File: src/sv/bti_pkg.sv
`timescale 1ns / 1ps
`default_nettype none
// ----------------------------------------------------------------------------
// Bilinear table interpolation package
// Shared types, codes and default sizes for the interpolation unit.
// ----------------------------------------------------------------------------
package bti_pkg;

    // Default sizes handed to the top level parameters.
    localparam int DEF_MAX_ROWS   = 16;
    localparam int DEF_MAX_COLS   = 16;
    localparam int DEF_VALUE_BITS = 32;
    localparam int DEF_FRAC_BITS  = 16;

    // Fixed widths of the word fields.
    localparam int WORD_W     = 32;
    localparam int MAG_W      = WORD_W + 1;
    localparam int CFG_W      = 5;
    localparam int CHUNK_BITS = 16;

    // Item operation codes.
    typedef enum logic [1:0] {
        OP_ROW_BRK = 2'd0,
        OP_COL_BRK = 2'd1,
        OP_GRID    = 2'd2,
        OP_QUERY   = 2'd3
    } t_opcode;

    // Result status codes.
    typedef enum logic [1:0] {
        ST_INSIDE = 2'd0,
        ST_EXTRAP = 2'd1,
        ST_DEGEN  = 2'd2
    } t_status;

    // Configuration register indexes.
    localparam logic CFG_ROWS = 1'b0;
    localparam logic CFG_COLS = 1'b1;

    // Selects for the shared linear step.
    localparam logic [1:0] LERP_ZL  = 2'd0;
    localparam logic [1:0] LERP_ZU  = 2'd1;
    localparam logic [1:0] LERP_ROW = 2'd2;

    // Commands from the controller to the datapath.
    typedef struct packed {
        logic       accept;
        logic       srch_cmp;
        logic       brk_lo;
        logic       cap_lo;
        logic       cap_hi;
        logic       prep;
        logic       grid_rd;
        logic [1:0] grid_idx;
        logic       div_start;
        logic       lerp_start;
        logic [1:0] lerp_sel;
        logic       lerp_cap;
        logic       out_load;
    } t_cmd;

    // Status from the datapath to the controller.
    typedef struct packed {
        logic srch_done;
        logic div_done;
        logic lerp_done;
    } t_stat;

endpackage
`default_nettype wire

File: src/sv/bti_ctrl.sv
`timescale 1ns / 1ps
`default_nettype none
// ----------------------------------------------------------------------------
// Interpolation controller
// Sequences search, segment fetch, division, grid reads, the three linear
// steps and the result handoff.
// ----------------------------------------------------------------------------
module bti_ctrl (
    input  wire logic             i_clk,
    input  wire logic             i_rst_n,
    input  wire logic             i_in_valid,
    output logic                  o_in_stall,
    input  wire bti_pkg::t_opcode i_opcode,
    output logic                  o_out_valid,
    input  wire logic             i_out_stall,
    output bti_pkg::t_cmd         o_cmd,
    input  wire bti_pkg::t_stat   i_stat
);
    import bti_pkg::*;

    typedef enum logic [3:0] {
        S_IDLE, S_SRD, S_SCMP, S_BLO, S_BHI, S_BCAP, S_PREP,
        S_GRID, S_DIVW, S_LST, S_LWT, S_OUT
    } t_state;

    t_state     r_state;
    logic [1:0] r_gk;
    logic [1:0] r_lk;
    logic       r_out_valid;
    logic       accept;
    t_cmd       cmd;

    assign accept = i_in_valid && (r_state == S_IDLE);

    // Command decode from the current state.
    always_comb begin
        cmd        = '0;
        cmd.accept = accept;
        unique case (r_state)
            S_SCMP: cmd.srch_cmp = 1'b1;
            S_BLO:  cmd.brk_lo   = 1'b1;
            S_BHI:  cmd.cap_lo   = 1'b1;
            S_BCAP: cmd.cap_hi   = 1'b1;
            S_PREP: cmd.prep     = 1'b1;
            S_GRID: begin
                cmd.grid_rd   = 1'b1;
                cmd.grid_idx  = r_gk;
                cmd.div_start = (r_gk == 2'd0);
            end
            S_LST: begin
                cmd.lerp_start = 1'b1;
                cmd.lerp_sel   = r_lk;
            end
            S_LWT: begin
                cmd.lerp_sel = r_lk;
                cmd.lerp_cap = i_stat.lerp_done;
            end
            S_OUT:  cmd.out_load = !r_out_valid || !i_out_stall;
            default: cmd.accept  = accept;
        endcase
    end

    // State, counters and the output valid flag.
    always_ff @(posedge i_clk) begin
        if (!i_rst_n) begin
            r_state     <= S_IDLE;
            r_gk        <= 2'd0;
            r_lk        <= 2'd0;
            r_out_valid <= 1'b0;
        end else begin
            // A new result is loaded, or the held one is taken.
            if ((r_state == S_OUT) && cmd.out_load) begin
                r_out_valid <= 1'b1;
            end else if (r_out_valid && !i_out_stall) begin
                r_out_valid <= 1'b0;
            end
            unique case (r_state)
                S_IDLE: begin
                    if (accept && (i_opcode == OP_QUERY)) begin
                        r_state <= S_SRD;
                    end
                end
                S_SRD:  r_state <= i_stat.srch_done ? S_BLO : S_SCMP;
                S_SCMP: r_state <= S_SRD;
                S_BLO:  r_state <= S_BHI;
                S_BHI:  r_state <= S_BCAP;
                S_BCAP: r_state <= S_PREP;
                S_PREP: begin
                    r_state <= S_GRID;
                    r_gk    <= 2'd0;
                end
                S_GRID: begin
                    r_gk <= r_gk + 2'd1;
                    if (r_gk == 2'd3) begin
                        r_state <= S_DIVW;
                    end
                end
                S_DIVW: begin
                    if (i_stat.div_done) begin
                        r_state <= S_LST;
                        r_lk    <= LERP_ZL;
                    end
                end
                S_LST:  r_state <= S_LWT;
                S_LWT: begin
                    if (i_stat.lerp_done) begin
                        if (r_lk == LERP_ROW) begin
                            r_state <= S_OUT;
                        end else begin
                            r_lk    <= r_lk + 2'd1;
                            r_state <= S_LST;
                        end
                    end
                end
                S_OUT: begin
                    if (cmd.out_load) begin
                        r_state <= S_IDLE;
                    end
                end
                default: r_state <= S_IDLE;
            endcase
        end
    end

    assign o_in_stall  = (r_state != S_IDLE);
    assign o_out_valid = r_out_valid;
    assign o_cmd       = cmd;

`ifndef SYNTHESIS
    // A query always starts the breakpoint search.
    a_query_starts: assert property (@(posedge i_clk) disable iff (!i_rst_n)
        (accept && (i_opcode == OP_QUERY)) |=> (r_state == S_SRD))
        else $error("query did not start search");

    // Dividers are idle when a new division starts.
    a_div_free: assert property (@(posedge i_clk) disable iff (!i_rst_n)
        o_cmd.div_start |-> i_stat.div_done)
        else $error("divider restarted while busy");

    // The linear step unit is idle when started.
    a_lerp_free: assert property (@(posedge i_clk) disable iff (!i_rst_n)
        o_cmd.lerp_start |-> i_stat.lerp_done)
        else $error("linear step restarted while busy");

    // A finished result waits while the previous one is still held.
    a_out_hold: assert property (@(posedge i_clk) disable iff (!i_rst_n)
        ((r_state == S_OUT) && r_out_valid && i_out_stall) |=> (r_state == S_OUT))
        else $error("result overwrote an untaken word");
`endif

endmodule
`default_nettype wire

File: config.mk
export PLATFORM = sky130hd
export DESIGN_NAME = bti_ctrl
export DESIGN_NICKNAME = d
export VERILOG_FILES = /design/src/sv/bti_pkg.sv /design/src/sv/bti_ctrl.sv
export SDC_FILE = /design/constraint.sdc
export NUM_CORES = 1
export LEC_CHECK = 0
export BUFFER_PORTS_ARGS = -buffer_cell sky130_fd_sc_hd__buf_2
export CAP_MARGIN = 20
export CORE_MARGIN = 3
export CORE_UTILIZATION = 45
export CTS_BUF_LIST = sky130_fd_sc_hd__clkbuf_8
export CTS_CLUSTER_DIAMETER = 60
export DETAILED_ROUTE_END_ITERATION = 7
export PLACE_DENSITY = 0.81
export REMOVE_ABC_BUFFERS = 1
export SYNTH_ARGS = -nofsm -noshare
export SYNTH_HDL_FRONTEND = slang
export SYNTH_SLANG_ARGS = --single-unit
File: constraint.sdc
create_clock -name i_clk -period 3.95 [get_ports i_clk]
set_input_delay 1.185 -clock i_clk [delete_from_list [all_inputs] [get_ports i_clk]]
set_output_delay 1.185 -clock i_clk [all_outputs]
set_load 0.03 [all_outputs]
==> results.md, run 1 <==
* Outcome: completed
* Layout Cells excl Fill at 132
* Area growth syn-to-layout at 24.0%
* Clock skew at ~0.0055 ns
* Final setup viols at 0
* Synth Area in Adders at 0.0541
* Unrepaired setup endpoints after global routing: false
* # DRC at 0
* Final net count at 130
* Synthesized area at 694 um^2
* Worst Path Required at between 2 and 3 ns
* Simple-gate area share of the yosys netlist at 0.364
* Max-slew violation count at 0
* Synthesized area per cell at 7.47 um^2
* Post-synthesis sequential area ratio at 0.259
* Placed instance count at roughly 130
* TritonCTS sink count at 9
* Hold-fix buffers at CTS at 0
* Buf/Inv on CP at 2
* Initial Utilization at 0.508
* Crit-path max FO at 16
* Final setup TNS at 0 ns
* Crit-path cells: nand4b_1, inv_1, and2_1, buf_2
* Layout cells sized above 1 at 0.291
* Critical Path Source Type: register
* Die X at ~45 um
* Global-route usage over all layers at 0.185
* DRT Pass-1 Iters at 4
* Synth Area in Compound Gates at 0.191
* Vias at between 700 and 800
* Detailed Route WL at between 1500 and 2000 um
* HPWL Detailed at between 1000 and 1500 um
* Starting DRT DRC Count at 14
* Synth warn at 0
* Reg clk slew, reported paths at 0.05 ns
* PwrDens at 589 nW/um^2
* Worst Path Arrival at between 1.5 and 2 ns
* Diode count at 0
* Seq cells post-synth at 9
* VDD IR max at 0.310 mV
* Largest net degree at the start of global routing at 18
* Synth cell types at 33
* PostCTS Resize Cnt at 0
* Worst-skew pair later-pin latency at roughly 0.23 ns
* Wire per inst at 12.7 um
* Core ar. at 1370 um^2
* Total grt overflow at 0
* First-pass GRT wire length at ~2800 um
* Post-layout util at 0.630
* Setup Buffers After CTS at 0
* Fin crit share at 0.744
* Worst Hold Class: reg -> reg
* Die H at approximately 45 um
* Post-Synth XOR/XNOR Area at 0.0126
* Minimum clock period at ~2.9 ns
* CP endpoint kind: primary output
* Longest Clk Path Bufs at 2
* Kind of critical path: reg -> out
* Vias/cell at about 5.5
* F_max at approximately 0.34 GHz
* Main combinational cell family by area after synthesis: simple AND/OR/NAND/NOR gates
* Final RePlAce weighted congestion at between 0.7 and 0.8
* Clk root buf: clkbuf_8
* Num CTS Buffers at 3
* CP max stage delay at about 0.64 ns
* IO Pins at 26
* CTS tree: yes
* Row count at 13
* Routed Antenna Nets at 0
* Port Buffers at 25
* CP top delay family: flip-flops
* Number of antenna violations at the first check in global routing at 0
* H-Tree Depth at 1
* Slowest cell on the critical path: dfxtp_1
* Multiplexer share of the synthesized area at 0.0432
* Die area at ~2100 um^2
* Final hold violation count at 0
* Worst slew pin tran at between 0.5 and 0.6 ns
* Synthesized instance count at 93
* Slew HR at 0.654
* Max Cap Viol at 0
* LEAKAGE at roughly 0.4 nW
* Vias in the first global route at roughly 660
worst paths after layout:
check	slack, ns	cells past startpoint	from	end
hold / removal	0.48	2	r_gk[1]	r_gk[1]
setup / recovery	1.01	4	r_state[0]	o_cmd[5]
hold reg to reg	0.48	2	r_gk[1]	r_gk[1]
setup reg to reg	2.11	4	r_state[0]	r_state[0]
through the flow:
step                power (mW)  setup WS, ns  hold WS [ns]  instance area [um^2]
floorplan                0.341         0.781         0.449                   672
global placement         0.397          1.04         0.466                   816
detailed placement       0.405          1.03         0.479                   816
CTS                      0.510          1.01         0.485                   861
global route             0.548         0.885         0.524                   861
finish                   0.507          1.01         0.481                   861
cell usage after synthesis:
library cell / n / share of area
nor2_1: 11 / 0.059
nand3_1: 1 / 0.0072
o32ai_1: 1 / 0.013
o22ai_4: 1 / 0.029
buf_4: 1 / 0.011
nand2_1: 10 / 0.054
clkbuf_1: 4 / 0.022
o2bb2ai_2: 1 / 0.022
or2_2: 1 / 0.0090
dfxtp_1: 9 / 0.26
nand4_1: 1 / 0.0090
nand4b_1: 1 / 0.013
inv_1: 8 / 0.043
a211oi_1: 1 / 0.011
or4_4: 1 / 0.016
ha_1: 3 / 0.054
a2111oi_2: 1 / 0.022
nor3b_1: 4 / 0.043
nand2b_1: 3 / 0.027
a2111oi_0: 1 / 0.013
or3b_2: 1 / 0.013
a21oi_1: 4 / 0.029
and3_1: 2 / 0.018
mux2i_1: 3 / 0.043
and2_1: 2 / 0.018
xnor2_1: 1 / 0.013
nor3_1: 7 / 0.050
o22ai_1: 1 / 0.0090
o311ai_1: 1 / 0.013
a22oi_1: 1 / 0.011
o21ai_0: 3 / 0.022
or2_1: 1 / 0.0090
nor4_1: 2 / 0.018
registers in the layout (all words and copies together) (netlist names):
signal	flops
r_state	4
r_lk	2
o_out_valid	1
r_gk	2
cells in the final DEF, fill, tap and decap left out, types with 3 or more instances in the layout:
cell type,n
a21oi_1,4
buf_2,25
clkbuf_8,3
dfxtp_1,9
ha_1,3
inv_1,9
mux2i_1,3
nand2_1,10
nand2b_1,3
nor2_1,11
nor3_1,7
nor3b_1,4
o21ai_0,3
cells by family after synthesis:
logic type / after synthesis
buffers and inverters: 13
xor gates and xnor gates: 1
and+or+nand+nor: 48
DFF: 9
AOI/OAI and AO/OA: 16
adders and majority gates: 3
muxes: 3
where the power goes:
| part | total, mW | leakage [nW] | switching, mW | internal, mW |
|---|---|---|---|---|
| logic | 0.241 | 0.298 | 0.146 | 0.0952 |
| registers | 0.162 | 0.0733 | 0.0550 | 0.107 |
| clock network | 0.104 | 0.0269 | 0.0361 | 0.0676 |
metal layers:
metal,routed length (um),GRT usage,up-vias
met5,0,0,-
met4,45,0.0526,0
met3,98,0.0757,6
met2,819,0.302,20
met1,715,0.221,326
li1,-,-,378
worst min-delay path: cells and delay by family (launching register included):
kind | cells | cell delay [ns]
DFF | 1 | 0.32
and+or+nand+nor | 1 | 0.06
AOI/OAI and AO/OA | 1 | 0.05
layout make-up:
class | instances | area, um^2
inverters | 8 | 30.0
flip-flops and latches | 9 | 180
repair buffers | 25 | 125
multi-input cells | 71 | 462
well taps | 15 | 18.8
clock buffers | 3 | 41.3
fillers | 138 | 505
clock inverters | 1 | 3.75
No activity file was read; power rests on OpenSTA's default activity.
==> inputs of run 2 (changes only) <==
- ABC_AREA: not set -> 1
- CORE_UTILIZATION: 45 -> 44
- PLACE_DENSITY: 0.81 -> 0.83
- clock period: 3.95 -> 2.55 ns (I/O delays scaled with it)
==> run 2 against run 1 <==
  * Global-route usage decreased by 1.0 points
  * Sequential power increased by 40%
  * Register-to-register slack got worse by 0.88 ns
  * Design area decreased by 0.15%
  * Sequential share of layout area about the same
  * Highest routed layer unchanged
  * Cell count increased by 20%
  * Non-clock buffer count unchanged
  * Worst hold slack improved by 0.011 ns
  * Critical path type unchanged
  * Critical endpoint is now o_cmd[3]
  * Flip-flop and latch count unchanged
  * Synthesized cell count increased by 24%
  * Critical path depth increased by 3
==> results.md, run 2 <==
* Fin crit share at 0.879
* Pre-CTS setup slack at around 0.52 ns
* Kind of critical path: reg -> out
* Synth cell types at 19
* Vias/cell at between 4 and 5
* Detailed Route WL at 1620 um
* Most frequent cells in the layout: nor2_1, buf_2, inv_1
* Diode count at 0
* Final Total Pwr at 0.867 mW
* Max Cap Viol at 0
* Layout Cells excl Fill at between 150 and 200
* Seq cells post-synth at 9
* Final hold violation count at 0
* R2r setup slk at roughly 1.2 ns
* Routed Antenna Nets at 0
* Longest Clk Path Bufs at 2
* Core ar. at between 1000 and 1500 um^2
* IO Pins at 26
* Total grt overflow at 0
* Worst Reg-to-Reg Cells at 8
* Reg2reg start: r_state[1]
* Worst Hold Depth at 2
* Largest register FFs at 4
* Critical Path Source Type: register
* Starting DRT DRC Count at 17
* VDD IR max at ~0.54 mV
* Die area at ~2000 um^2
* HPWL Detailed at ~1300 um
* Final RePlAce weighted congestion at between 0.8 and 0.9
* Synth area leaders: dfxtp_1, nor2_1, inv_1
* Post-synth EDFFs at 0
* # DRC at 0
* Worst Hold Class: reg -> reg
* CP endpoint kind: primary output
* Hold_ws at a little under 0.5 ns
* H-Tree Depth at 1
* Largest net degree at the start of global routing at 8
* TritonCTS sink count at 9
* Vias in the first global route at approximately 670
* Die X at 45.3 um
* Num CTS Buffers at 3
* Final net count at between 150 and 200
* PostCTS Resize Cnt at 0
* Reg clk slew, reported paths at 0.05 ns
* Initial Utilization at 0.496
* DRT Pass-1 Iters at 4
* First-pass GRT wire length at 2610 um
* Worst slew pin tran at roughly 0.27 ns
* Hold-fix buffers at CTS at 0
* WHS Endpoint: o_out_valid
* Fin area at ~860 um^2
* Reg-to-reg endpoint: r_state[1]
* Max-slew violation count at 0
* Commonest non-fill, non-tap cell in the layout: nor2_1
* Synthesized area per cell at between 5 and 6 um^2
* Post-layout util at 0.629
* Worst Path Required at about 1.8 ns
* Hold_sp: o_out_valid
* Synth top area share at 0.266
* Fraction of registers with async set or reset after synthesis at 0
* Vias at between 700 and 800
* Clk root buf: clkbuf_8
* Outcome: completed
* Slew HR at 0.819
* Unrepaired setup endpoints after global routing: false
* Area growth syn-to-layout at 26.8%
* Synthesized area at between 600 and 700 um^2
* Synth warn at 0
* CTS tree: yes
* Clock skew at a little over 0.002 ns
* Synth top cells by count: nor2_1, inv_1, nand2_1
* F_max at between 0.4 and 0.5 GHz
* Crit-path max FO at 7
* Post-synthesis sequential area ratio at 0.266
* Most numerous cell in the Yosys netlist: nor2_1
* Row count at 13
* Setup Buffers After CTS at 0
* Worst-skew pair later-pin latency at roughly 0.23 ns
* Regs by FF count: r_state x4, r_gk x2, r_lk x2
* Prevailing post-synth register cell: dfxtp_1
* Wire per inst at between 10 and 15 um
* Minimum clock period at 2.24 ns
* PwrDens at 1010 nW/um^2
* Number of antenna violations at the first check in global routing at 0
* Reg with most FFs: r_state
* Worst Path Arrival at ~1.5 ns
* Port Buffers at 25
* Final setup TNS at 0 ns
* Synthesized instance count at between 100 and 150
* Die H at approximately 45 um
* LEAKAGE at approximately 0.50 nW
* Placed instance count at between 150 and 200
* Final setup viols at 0
* Global-route usage over all layers at 0.175
* Final worst slack at a little over 0.3 ns
* Dpl cell area at 815 um^2
* Layout cells sized above 1 at 0.294
* Area leader, netlist: dfxtp_1
run 2: layout make-up:
| cell class | count | area, um^2 |
|---|---|---|
| repair buffers | 25 | 125 |
| inverters | 27 | 101 |
| clock inverters | 1 | 3.75 |
| clock buffers | 3 | 41.3 |
| well taps | 15 | 18.8 |
| multi-input cells | 78 | 389 |
| flip-flops and latches | 9 | 180 |
| fillers | 136 | 507 |
run 2: routing by layer:
| layer | track usage | vias up | wire length, um |
|---|---|---|---|
| met5 | 0 | - | 0 |
| met4 | 0.105 | 0 | 35 |
| met3 | 0.0239 | 5 | 112 |
| met2 | 0.282 | 26 | 742 |
| met1 | 0.217 | 314 | 730 |
| li1 | - | 406 | - |
run 2: logic make-up after synthesis:
logic type,synth area share
AND/OR/NAND/NOR,0.400
flip-flops,0.266
AO/OA/AOI/OAI,0.118
buffers and inverters,0.161
adder cells (fa/ha/maj),0.0554
run 2: worst max path at each step:
stage | startpoint | slack [ns] | end
floorplan | r_state[0] | 0.14 | o_cmd[2]
global placement | i_out_stall | 0.54 | o_cmd[0]
detailed placement | i_out_stall | 0.52 | o_cmd[0]
CTS | r_state[1] | 0.31 | o_cmd[3]
global route | r_state[0] | 0.19 | o_cmd[3]
finish | r_state[1] | 0.31 | o_cmd[3]
run 2: worst max-delay path: stages (launching register included):
cell	delay, ns
dfxtp_1	0.47
inv_2	0.10
nor2_2	0.12
inv_2	0.07
nor2_4	0.10
nor2_1	0.07
nor2_1	0.10
buf_2	0.21
run 2: power breakdown:
group	switching, mW	internal [mW]	total (mW)	leakage [nW]
Sequential	0.0485	0.177	0.226	0.0734
Combinational	0.330	0.149	0.479	0.395
Clock	0.0581	0.105	0.163	0.0269
==> inputs of run 3 (changes only) <==
- CORE_UTILIZATION: 44 -> 25
- PLACE_DENSITY: 0.83 -> 0.55
==> run 3 against run 2 <==
  * Highest routed layer unchanged
  * Clock skew increased by 0.0023 ns
  * Clock power increased by 4%
  * Critical path type unchanged
  * Setup slack gained 0.015 ns
  * Largest power group unchanged
==> results.md, run 3 (synthesized netlist as in run 2, its figures left out) <==
* Reg-to-reg endpoint: r_state[3]
* Layout cells sized above 1 at 0.294
* Fin crit share at 0.873
* Final worst slack at roughly 0.32 ns
* H-Tree Depth at 1
* Num CTS Buffers at 3
* Buf/Inv on CP at 2
* Crit-path cells: nand2_2, nor2_2, inv_1, nor2_1, buf_2
* # DRC at 0
* DRT Pass-1 Iters at 4
* Final net count at between 150 and 200
* Wire per inst at between 9 and 10 um
* Max Cap Viol at 0
* Post-layout util at 0.348
* Die area at 3370 um^2
* Kind of critical path: reg -> out
* Worst Hold Depth at 2
* Final setup TNS at 0 ns
* CP top delay family: flip-flops
* Total grt overflow at 0
* Die H at 58.1 um
* Initial Utilization at 0.269
* Final Total Pwr at around 0.87 mW
* Number of antenna violations at the first check in global routing at 0
* Worst Hold Class: reg -> reg
* Final hold violation count at 0
* HPWL Detailed at roughly 1400 um
* F_max at ~0.45 GHz
* Die X at ~58 um
* Slew HR at 0.814
* Core ar. at ~2500 um^2
* Starting DRT DRC Count at 9
* Area growth syn-to-layout at 29.5%
* TritonCTS sink count at 9
* Row count at 18
* Final setup viols at 0
* Worst Path Required at about 1.8 ns
* Port Buffers at 25
* Crit-path max FO at 7
* CP max stage delay at approximately 0.47 ns
* R2r setup slk at approximately 1.2 ns
* Hold_ws at between 0.4 and 0.5 ns
* Diode count at 0
* Max-slew violation count at 0
* Hold_sp: o_out_valid
* Largest register FFs at 4
* First-pass GRT wire length at 2800 um
* PwrDens at ~990 nW/um^2
* Vias in the first global route at 719
* Worst slew pin tran at 0.279 ns
* Final RePlAce weighted congestion at about 0.86
* IO Pins at 26
* Commonest non-fill, non-tap cell in the layout: nor2_1
* Outcome: completed
* Reg with most FFs: r_state
* Routed Antenna Nets at 0
* Reg clk slew, reported paths at about 0.050 ns
* Hold-fix buffers at CTS at 0
* Most frequent cells in the layout: nor2_1, buf_2, inv_1
* Slowest cell on the critical path: dfxtp_1
* Minimum clock period at ~2.2 ns
* LEAKAGE at about 0.50 nW
* PostCTS Resize Cnt at 0
* Clock skew at between 0.004 and 0.005 ns
* Vias/cell at between 4 and 5
* CP endpoint kind: primary output
* VDD IR max at 0.608 mV
* Worst-skew pair later-pin latency at about 0.24 ns
* Reg2reg start: r_state[1]
* Pre-CTS setup slack at between 0.4 and 0.5 ns
* Regs by FF count: r_state x4, r_gk x2, r_lk x2
* Largest net degree at the start of global routing at 8
* Detailed Route WL at 1720 um
* Vias at roughly 750
* Worst Path Arrival at ~1.5 ns
* Unrepaired setup endpoints after global routing: false
* WHS Endpoint: o_out_valid
* Setup Buffers After CTS at 0
* CTS tree: yes
* Critical Path Source Type: register
* Longest Clk Path Bufs at 2
* Clk root buf: clkbuf_8
* Worst Reg-to-Reg Cells at 7
* Global-route usage over all layers at 0.107
* Fillers at ~300
[run 3: cell counts in the layout (fill, tap and decap cells not counted)]
Identical to the previous run, type by type.
[run 3: per-layer routing]
metal	track usage	vias to the layer above	routed length [um]
li1	-	406	-
met1	0.129	317	812
met2	0.163	17	753
met3	0.0223	5	106
met4	0.0894	0	48
met5	0	-	0
[run 3: metrics by stage]
stage	cells	instance area, um^2
CTS	173	878
detailed placement	169	833
finish	173	878
global route	173	878
global placement	169	833
floorplan	114	671
[run 3: how the worst max path moves through the flow]
stage	start	end	slack, ns	cells after the start
6_report	r_state[1]	o_cmd[7]	0.32	5
5_1_grt	r_state[1]	o_cmd[6]	0.19	5
4_1_cts	r_state[1]	o_cmd[3]	0.30	7
3_5_place_dp	i_out_stall	o_cmd[0]	0.50	5
3_3_place_gp	i_out_stall	o_cmd[0]	0.54	5
2_1_floorplan	r_state[0]	o_cmd[2]	0.14	6
[run 3: final cells by class]
type | instances | area [um^2] | share of cell area
well taps | 30 | 37.5 | 0.0427
repair buffers | 25 | 125 | 0.142
clock buffers | 3 | 41.3 | 0.0470
flip-flops and latches | 9 | 180 | 0.205
clock inverters | 1 | 3.75 | 0.00427
multi-input cells | 78 | 389 | 0.443
inverters | 27 | 101 | 0.115
[run 3: power breakdown]
group          internal, mW  leakage [nW]  switching (mW)  total [mW]
registers             0.177        0.0734          0.0495       0.226
logic                 0.149         0.395           0.325       0.474
clock network         0.106        0.0269          0.0645       0.170
total                 0.431         0.496           0.439       0.870
[run 3: tightest hold or removal path, cell delays in order, from the launching register on]
cell and delay, ns:
dfxtp_1 0.30, nand2_1 0.07, a21oi_1 0.07
